<file path="config.mk">
export PLATFORM = sky130hd
export DESIGN_NAME = escape_frame_decoder
export DESIGN_NICKNAME = d
export VERILOG_FILES = /design/src/sv/efd_pkg.sv /design/src/sv/efd_cfg_regs.sv /design/src/sv/efd_classify.sv /design/src/sv/escape_frame_decoder.sv
export VERILOG_INCLUDE_DIRS = /design/src /design/src/sv
export SDC_FILE = /design/constraint.sdc
export NUM_CORES = 1
export LEC_CHECK = 0
export BUFFER_PORTS_ARGS = -buffer_cell sky130_fd_sc_hd__buf_2
export CAP_MARGIN = 10
export CORE_MARGIN = 4
export CORE_UTILIZATION = 52
export DETAILED_ROUTE_END_ITERATION = 6
export GPL_ROUTABILITY_DRIVEN = 0
export PLACE_DENSITY = 0.8
export SETUP_SLACK_MARGIN = 0.15
export SKIP_CTS_REPAIR_TIMING = 1
export SYNTH_ARGS = -nofsm -noshare
export SYNTH_HDL_FRONTEND = slang
export SYNTH_SLANG_ARGS = --single-unit
</file>
<file path="constraint.sdc">
create_clock -name i_clk -period 2.3 [get_ports i_clk]
set_input_delay 0.23 -clock i_clk [delete_from_list [all_inputs] [get_ports i_clk]]
set_output_delay 0.23 -clock i_clk [all_outputs]
set_load 0.01 [all_outputs]
</file>
<file path="src/sv/assert_macros.svh">
// Assertion macros for the escape frame decoder.
// Clocked on i_clk and held off while i_rst_n is low.
`ifndef ASSERT_MACROS_SVH
`define ASSERT_MACROS_SVH

// Property checked at every rising edge outside reset.
`define EFD_ASSERT(label, prop, msg) \
    label: assert property (@(posedge i_clk) disable iff (!i_rst_n) (prop)) \
        else $error(msg);

// Condition that must never be seen outside reset.
`define EFD_NEVER(label, cond, msg) \
    label: assert property (@(posedge i_clk) disable iff (!i_rst_n) !(cond)) \
        else $error(msg);

`endif

</file>
<file path="src/sv/efd_pkg.sv">
// Shared types and codes of the escape frame decoder.
// No dependencies.
`default_nettype none

package efd_pkg;

    localparam int BYTE_W   = 8;
    localparam int LIMIT_W  = 11;
    localparam int INDEX_W  = 10;
    localparam int STATUS_W = 3;
    localparam int REG_IDX_W = 3;

    typedef logic [BYTE_W-1:0]    t_byte;
    typedef logic [LIMIT_W-1:0]   t_limit;
    typedef logic [STATUS_W-1:0]  t_status;
    typedef logic [REG_IDX_W-1:0] t_reg_idx;

    // Result status codes
    localparam t_status ST_DATA     = 3'd0;
    localparam t_status ST_START    = 3'd1;
    localparam t_status ST_END      = 3'd2;
    localparam t_status ST_ALARM    = 3'd3;
    localparam t_status ST_BAD_ESC  = 3'd4;
    localparam t_status ST_OVERFLOW = 3'd5;

    // Configuration register indexes
    localparam t_reg_idx REG_ESCAPE = 3'd0;
    localparam t_reg_idx REG_START  = 3'd1;
    localparam t_reg_idx REG_END    = 3'd2;
    localparam t_reg_idx REG_ALARM  = 3'd3;
    localparam t_reg_idx REG_LIMIT  = 3'd4;

    // Reset values of the configuration registers
    localparam t_byte  RST_ESCAPE = 8'd27;
    localparam t_byte  RST_START  = 8'd2;
    localparam t_byte  RST_END    = 8'd3;
    localparam t_byte  RST_ALARM  = 8'd7;
    localparam t_limit RST_LIMIT  = 11'd1024;

    typedef struct packed {
        t_byte esc_code;
        t_byte sof_code;
        t_byte eof_code;
        t_byte alarm_code;
    } t_markers;

    // Decision for one byte, before the fill limit is applied
    typedef struct packed {
        logic    store;
        t_byte   data;
        t_status status;
        logic    pending_next;
        logic    clear_fill;
    } t_action;

endpackage

`default_nettype wire

</file>
<file path="src/sv/efd_cfg_regs.sv">
// Configuration registers: marker bytes and frame limit.
// Depends on efd_pkg.
`default_nettype none

module efd_cfg_regs
    import efd_pkg::*;
(
    input  wire logic     i_clk,
    input  wire logic     i_rst_n,
    input  wire logic     i_wr_en,
    input  wire t_reg_idx i_wr_index,
    input  wire t_limit   i_wr_data,
    output t_markers      o_markers,
    output t_limit        o_frame_limit
);

    t_markers r_markers;
    t_limit   r_frame_limit;

    always_ff @(posedge i_clk) begin
        if (!i_rst_n) begin
            r_markers.esc_code   <= RST_ESCAPE;
            r_markers.sof_code   <= RST_START;
            r_markers.eof_code   <= RST_END;
            r_markers.alarm_code <= RST_ALARM;
            r_frame_limit        <= RST_LIMIT;
        end else if (i_wr_en) begin
            unique case (i_wr_index)
                REG_ESCAPE: r_markers.esc_code   <= i_wr_data[BYTE_W-1:0];
                REG_START:  r_markers.sof_code   <= i_wr_data[BYTE_W-1:0];
                REG_END:    r_markers.eof_code   <= i_wr_data[BYTE_W-1:0];
                REG_ALARM:  r_markers.alarm_code <= i_wr_data[BYTE_W-1:0];
                REG_LIMIT:  r_frame_limit        <= i_wr_data;
                default: begin
                    // drop writes to unused indexes
                end
            endcase
        end
    end

    assign o_markers     = r_markers;
    assign o_frame_limit = r_frame_limit;

endmodule

`default_nettype wire

</file>
<file path="src/sv/efd_classify.sv">
// Combinational byte classifier: compares a line byte with the markers.
// Depends on efd_pkg.
`default_nettype none

module efd_classify
    import efd_pkg::*;
(
    input  wire t_byte    i_byte,
    input  wire logic     i_pending,
    input  wire t_markers i_markers,
    output t_action       o_action
);

    logic inv_hit;

    assign inv_hit = (i_byte == ~i_markers.esc_code) || (i_byte == ~i_markers.sof_code)
                  || (i_byte == ~i_markers.eof_code) || (i_byte == ~i_markers.alarm_code);

    always_comb begin
        o_action.store        = 1'b0;
        o_action.data         = i_byte;
        o_action.status       = ST_DATA;
        o_action.pending_next = 1'b0;
        o_action.clear_fill   = 1'b0;
        if (i_pending) begin
            // inverted marker wins over alarm
            priority if (inv_hit) begin
                o_action.store = 1'b1;
                o_action.data  = ~i_byte;
            end else if (i_byte == i_markers.alarm_code) begin
                o_action.status       = ST_ALARM;
                o_action.pending_next = 1'b1;
            end else begin
                o_action.status = ST_BAD_ESC;
            end
        end else begin
            priority if (i_byte == i_markers.esc_code) begin
                o_action.pending_next = 1'b1;
            end else if (i_byte == i_markers.sof_code) begin
                o_action.status     = ST_START;
                o_action.clear_fill = 1'b1;
            end else if (i_byte == i_markers.eof_code) begin
                o_action.status = ST_END;
            end else if (i_byte == i_markers.alarm_code) begin
                o_action.status = ST_ALARM;
            end else begin
                o_action.store = 1'b1;
            end
        end
    end

endmodule

`default_nettype wire

</file>
<file path="src/sv/escape_frame_decoder.sv">
// Channel   | Direction | Handshake          | Payload
// ----------+-----------+--------------------+----------------------------------------
// input     | in        | i_valid / o_stall  | i_rx_byte
// result    | out       | o_valid / i_stall  | o_status o_byte_valid o_data_byte
//           |           |                    | o_write_index
// config    | in        | i_cfg_valid/ready  | i_cfg_index i_cfg_data
//
// One byte per cycle sustained unless i_stall holds the result; input, then result register.
// The escape flag and fill counter update in the cycle a byte moves from the input
// register to the result register.
// Synchronous active-low reset clears the escape flag, fill count and valid bits.
// o_stall rises only when the input register is full and the result is held.
//
// Top level of the escape frame decoder; uses efd_pkg, efd_cfg_regs, efd_classify.
`default_nettype none
`include "assert_macros.svh"

module escape_frame_decoder
    import efd_pkg::*;
#(
    parameter int MAX_FRAME = 1024
) (
    input  wire logic                i_clk,
    input  wire logic                i_rst_n,
    input  wire logic                i_valid,
    output logic                     o_stall,
    input  wire logic [BYTE_W-1:0]   i_rx_byte,
    output logic                     o_valid,
    input  wire logic                i_stall,
    output logic [STATUS_W-1:0]      o_status,
    output logic                     o_byte_valid,
    output logic [BYTE_W-1:0]        o_data_byte,
    output logic [INDEX_W-1:0]       o_write_index,
    input  wire logic                i_cfg_valid,
    output logic                     o_cfg_ready,
    input  wire logic [REG_IDX_W-1:0] i_cfg_index,
    input  wire logic [LIMIT_W-1:0]  i_cfg_data
);

    // The fill count can never pass the largest limit a register can hold.
    localparam int LIM_CAP = (MAX_FRAME < 2047) ? MAX_FRAME : 2047;
    localparam int FILL_W  = $clog2(LIM_CAP + 1);
    localparam t_limit LIM_CAP_L = LIMIT_W'(LIM_CAP);

    t_markers markers;
    t_limit   frame_limit;
    t_action  act;

    logic              r_in_valid;
    t_byte             r_in_byte;
    logic              r_pending;
    logic [FILL_W-1:0] r_fill;
    t_limit            fill_ext;
    logic              full;
    logic              advance;

    logic          r_out_valid;
    t_status       r_status;
    logic          r_byte_valid;
    t_byte         r_data_byte;
    logic [INDEX_W-1:0] r_write_index;

    efd_cfg_regs u_cfg (
        .i_clk         (i_clk),
        .i_rst_n       (i_rst_n),
        .i_wr_en       (i_cfg_valid),
        .i_wr_index    (i_cfg_index),
        .i_wr_data     (i_cfg_data),
        .o_markers     (markers),
        .o_frame_limit (frame_limit)
    );

    efd_classify u_classify (
        .i_byte    (r_in_byte),
        .i_pending (r_pending),
        .i_markers (markers),
        .o_action  (act)
    );

    assign o_cfg_ready = 1'b1;

    assign advance = r_in_valid && !(r_out_valid && i_stall);
    assign o_stall = r_in_valid && r_out_valid && i_stall;

    assign fill_ext = LIMIT_W'(r_fill);
    assign full     = (fill_ext >= frame_limit) || (fill_ext >= LIM_CAP_L);

    // input register
    always_ff @(posedge i_clk) begin
        if (!i_rst_n) begin
            r_in_valid <= 1'b0;
        end else if (!o_stall) begin
            r_in_valid <= i_valid;
        end
    end

    always_ff @(posedge i_clk) begin
        if (i_valid && !o_stall) begin
            r_in_byte <= i_rx_byte;
        end
    end

    // escape flag and fill counter
    always_ff @(posedge i_clk) begin
        if (!i_rst_n) begin
            r_pending <= 1'b0;
            r_fill    <= '0;
        end else if (advance) begin
            r_pending <= act.pending_next;
            if (act.clear_fill) begin
                r_fill <= '0;
            end else if (act.store && !full) begin
                r_fill <= r_fill + FILL_W'(1);
            end
        end
    end

    // result register
    always_ff @(posedge i_clk) begin
        if (!i_rst_n) begin
            r_out_valid <= 1'b0;
        end else if (advance) begin
            r_out_valid <= 1'b1;
        end else if (!i_stall) begin
            r_out_valid <= 1'b0;
        end
    end

    always_ff @(posedge i_clk) begin
        if (advance) begin
            r_status      <= act.status;
            r_byte_valid  <= 1'b0;
            r_data_byte   <= '0;
            r_write_index <= '0;
            if (act.store) begin
                if (full) begin
                    r_status <= ST_OVERFLOW;
                end else begin
                    r_status      <= ST_DATA;
                    r_byte_valid  <= 1'b1;
                    r_data_byte   <= act.data;
                    r_write_index <= fill_ext[INDEX_W-1:0];
                end
            end
        end
    end

    assign o_valid       = r_out_valid;
    assign o_status      = r_status;
    assign o_byte_valid  = r_byte_valid;
    assign o_data_byte   = r_data_byte;
    assign o_write_index = r_write_index;

    `EFD_NEVER(a_fill_cap, fill_ext > LIM_CAP_L, "fill count above frame cap")
    `EFD_ASSERT(a_valid_data, (o_valid && o_byte_valid) |-> (o_status == ST_DATA),
        "stored byte without data status")
    `EFD_ASSERT(a_stall_src, o_stall |-> (r_in_valid && o_valid),
        "input stalled with no held result")
    `EFD_ASSERT(a_fill_step, (advance && act.store && !full) |=>
        (r_fill == $past(r_fill) + FILL_W'(1)), "fill count did not advance on store")

endmodule

`default_nettype wire
</file>
==> flow_metrics.env <==
export IMPL_wl_um=11700
export IMPL_rsz0062_at_grt="yes"
export IMPL_maxCapViolations=0
export IMPL_cts_root_buf="clkbuf_8"
export IMPL_p_clk_share_pct=33.3
export IMPL_design_core_area_um2=7850
export IMPL_end_kind="register"
export IMPL_multiInputGateArea_um2=2200
export IMPL_cts_sinks=87
export IMPL_drive_gt1_share_pct=27.1
export IMPL_grt_pass1_vias=3303
export IMPL_cts_buffers=9
export IMPL_first_pass_iters=5
export IMPL_synth_largest_area_cell="dfxtp_1"
export IMPL_grtUsageTotal_pct=20.0
export IMPL_ys_flop_type="dfxtp_1"
export IMPL_start_kind="register"
export IMPL_hold_viol_final=0
export IMPL_viasPerCell=5.74
export IMPL_syn_avg_cell_area_um2=9.09
export IMPL_wl_per_cell_um=17.8
export IMPL_intPower_mw=2.27
export IMPL_cts_tree="built"
export IMPL_fin_ws_ns=-0.305
export IMPL_route_detailed_drc=0
export IMPL_period_minus_slack_ns=2.61
export IMPL_leakage_nw=2.17
export IMPL_netlist_area_um2=4270
export IMPL_fin_area_um2=5330
export IMPL_grt_max_degree=42
export IMPL_setup_viol=31
export IMPL_n_antenna_cell=0
export IMPL_p_comb_share_pct=13.6
export IMPL_seqPwrFrac_pct=53.1
export IMPL_die_height_um=98.6
export IMPL_clk_pin_slew_ns=0.10
export IMPL_worst_pin_slew_ns=0.676
export IMPL_overflow=0
export IMPL_io_pins=52
export IMPL_ys_types=41
export IMPL_max_freq_mhz=384
export IMPL_critPathMaxFanout=10
export IMPL_yosysMostFrequentCell="nand2_1"
export IMPL_seq_area_um2=2040
export IMPL_synth_top_cells_by_area="dfxtp_1 27%, edfxtp_1 21%, nand2_1 9.3%"
export IMPL_slew_headroom_pct=54.7
export IMPL_drt_iter0_markers=344
export IMPL_antenna_found_initial=0
export IMPL_htreeDepth=3
export IMPL_final_cells=660
export IMPL_synth_seq_cells=87
export IMPL_syn_inst=470
export IMPL_async_reset_ff_share_pct=0
export IMPL_switchingPower_mw=0.904
export IMPL_area_growth_pct=24.8
export IMPL_die_area_um2=9730
export IMPL_synth_fp_nets=510
export IMPL_netlist_top_cells_count="106 x nand2_1, 57 x dfxtp_1, 40 x a21oi_1, 30 x edfxtp_1, 24 x xor2_1"
export IMPL_die_w_um=98.6
export IMPL_hp_class="primary input to register"
export IMPL_seq_area_frac_synth_pct=47.8
export IMPL_num_vias=3789
export IMPL_dp_cells=626
export IMPL_clock_path_buffers=2
export IMPL_port_buffers=50
export IMPL_ant_nets=0
export IMPL_post_dp_cell_area_um2=4760
export IMPL_dp_hpwl_um=7400
export IMPL_finalCritPeriodShare_pct=113
export IMPL_power_density_nw_per_um2=595
export IMPL_nets=593
export IMPL_synth_edff_count=30
export IMPL_worstSkewPairLatency_ns=0.37
export IMPL_path_class="register to register"
export IMPL_place_ws_ns=-0.142
export IMPL_ys_warn_count=0
export IMPL_p_total_mw=3.17
export IMPL_max_vdd_ir_drop_mv=0.438
export IMPL_grt_pass1_wl_um=15700
export IMPL_fp_row_count=32
export IMPL_slew_violations=0
export IMPL_fillers=611
export IMPL_skew_ns=0.0114
export IMPL_cp_data_arrival_time_ns=2.90
export IMPL_synth_top_area_share_pct=26.7
export IMPL_initial_core_util_pct=54.4
export IMPL_violations="setup timing"
export IMPL_required_ns=2.59
export IMPL_timing_hold_ws_ns=0.0288
export IMPL_swShare_pct=28.5
export IMPL_outcome="finished, violations left"
## state kept, by name, summed over array words and instances (netlist names), 3 cells and up
signal               cells
u_cfg.o_markers         32
fill_ext                11
u_cfg.o_frame_limit     11
o_write_index           10
o_data_byte              8
r_in_byte                8
o_status                 3
## per-stage QoR
| stage | utilization, % | TNS [ns] |
|---|---|---|
| final | 67.9 | -6.06 |
| after floorplan | - | 0 |
| after global routing | 67.9 | -9.45 |
| after global placement | 60.6 | -0.534 |
| after CTS | 63.0 | -3.75 |
| after detailed placement | 60.6 | -1.66 |
## worst max-delay path, stage by stage (launching register included)
cell,delay (ns)
edfxtp_1,0.47
buf_6,0.17
xor2_1,0.25
or4_4,0.22
nor2_4,0.04
or4b_4,0.53
a21boi_4,0.21
buf_6,0.16
clkbuf_16,0.16
nand4_1,0.10
a31oi_1,0.20
## metal layers
layer  global-route usage, %  part of all wire [%]
met5                       0                     0
met4                    8.40                   3.4
met3                    2.90                   7.2
met2                    33.0                    49
met1                    26.4                    41
## layout by cell type (no fill, tap or decap), types with 11 or more instances in the layout
cell type and n:
inv_1 14, edfxtp_1 30, and3_1 11, buf_2 50
nand3_1 16, nand2_1 106, dfxtp_1 55, xnor2_1 15
ha_1 13, a21oi_1 40, buf_4 38, nor2_1 15
xor2_1 14, nand4_1 12, and2_1 20
## logic make-up (layout without fill, tap and decap cells)
kind of cell	count (synthesis)	count (layout)	share of synthesized area, %
fa+ha+maj	13	13	3.81
buf+inv	42	130	4.72
other cells	1	1	0.0878
compound gates	77	77	11.7
flops	87	87	47.8
xor+xnor	40	40	8.20
simple gates	210	210	23.7
## power groups by stage
stage	clock, mW	combinational, mW	sequential, mW
final	1.05	0.432	1.68
after global routing	1.14	0.460	1.69
after CTS	1.06	0.330	1.68
after detailed placement	0	0.329	1.72
after global placement	0	0.316	1.72
after floorplan	0	0.207	1.71
## area by class of cell
| cell class | instances | area share (%) |
|---|---|---|
| tap | 102 | 2.39 |
| timing repair buffer | 100 | 13.5 |
| clock inverter | 7 | 1.24 |
| multi-input combinational | 341 | 41.2 |
| clock buffer | 9 | 2.32 |
| sequential | 87 | 38.3 |
| inverter | 14 | 0.986 |
## worst paths after layout
| kind | start | to | slack (ns) | cells after the start |
|---|---|---|---|---|
| setup / recovery | r_in_byte[0] | fill_ext[4] | -0.31 | 10 |
| hold / removal | i_rx_byte[0] | r_in_byte[0] | 0.03 | 1 |
| setup reg to reg | r_in_byte[0] | fill_ext[4] | -0.31 | 10 |
| hold reg to reg | u_cfg.o_frame_limit[9] | u_cfg.o_frame_limit[9] | 0.46 | 2 |
Power figures use the tool's default switching activity.
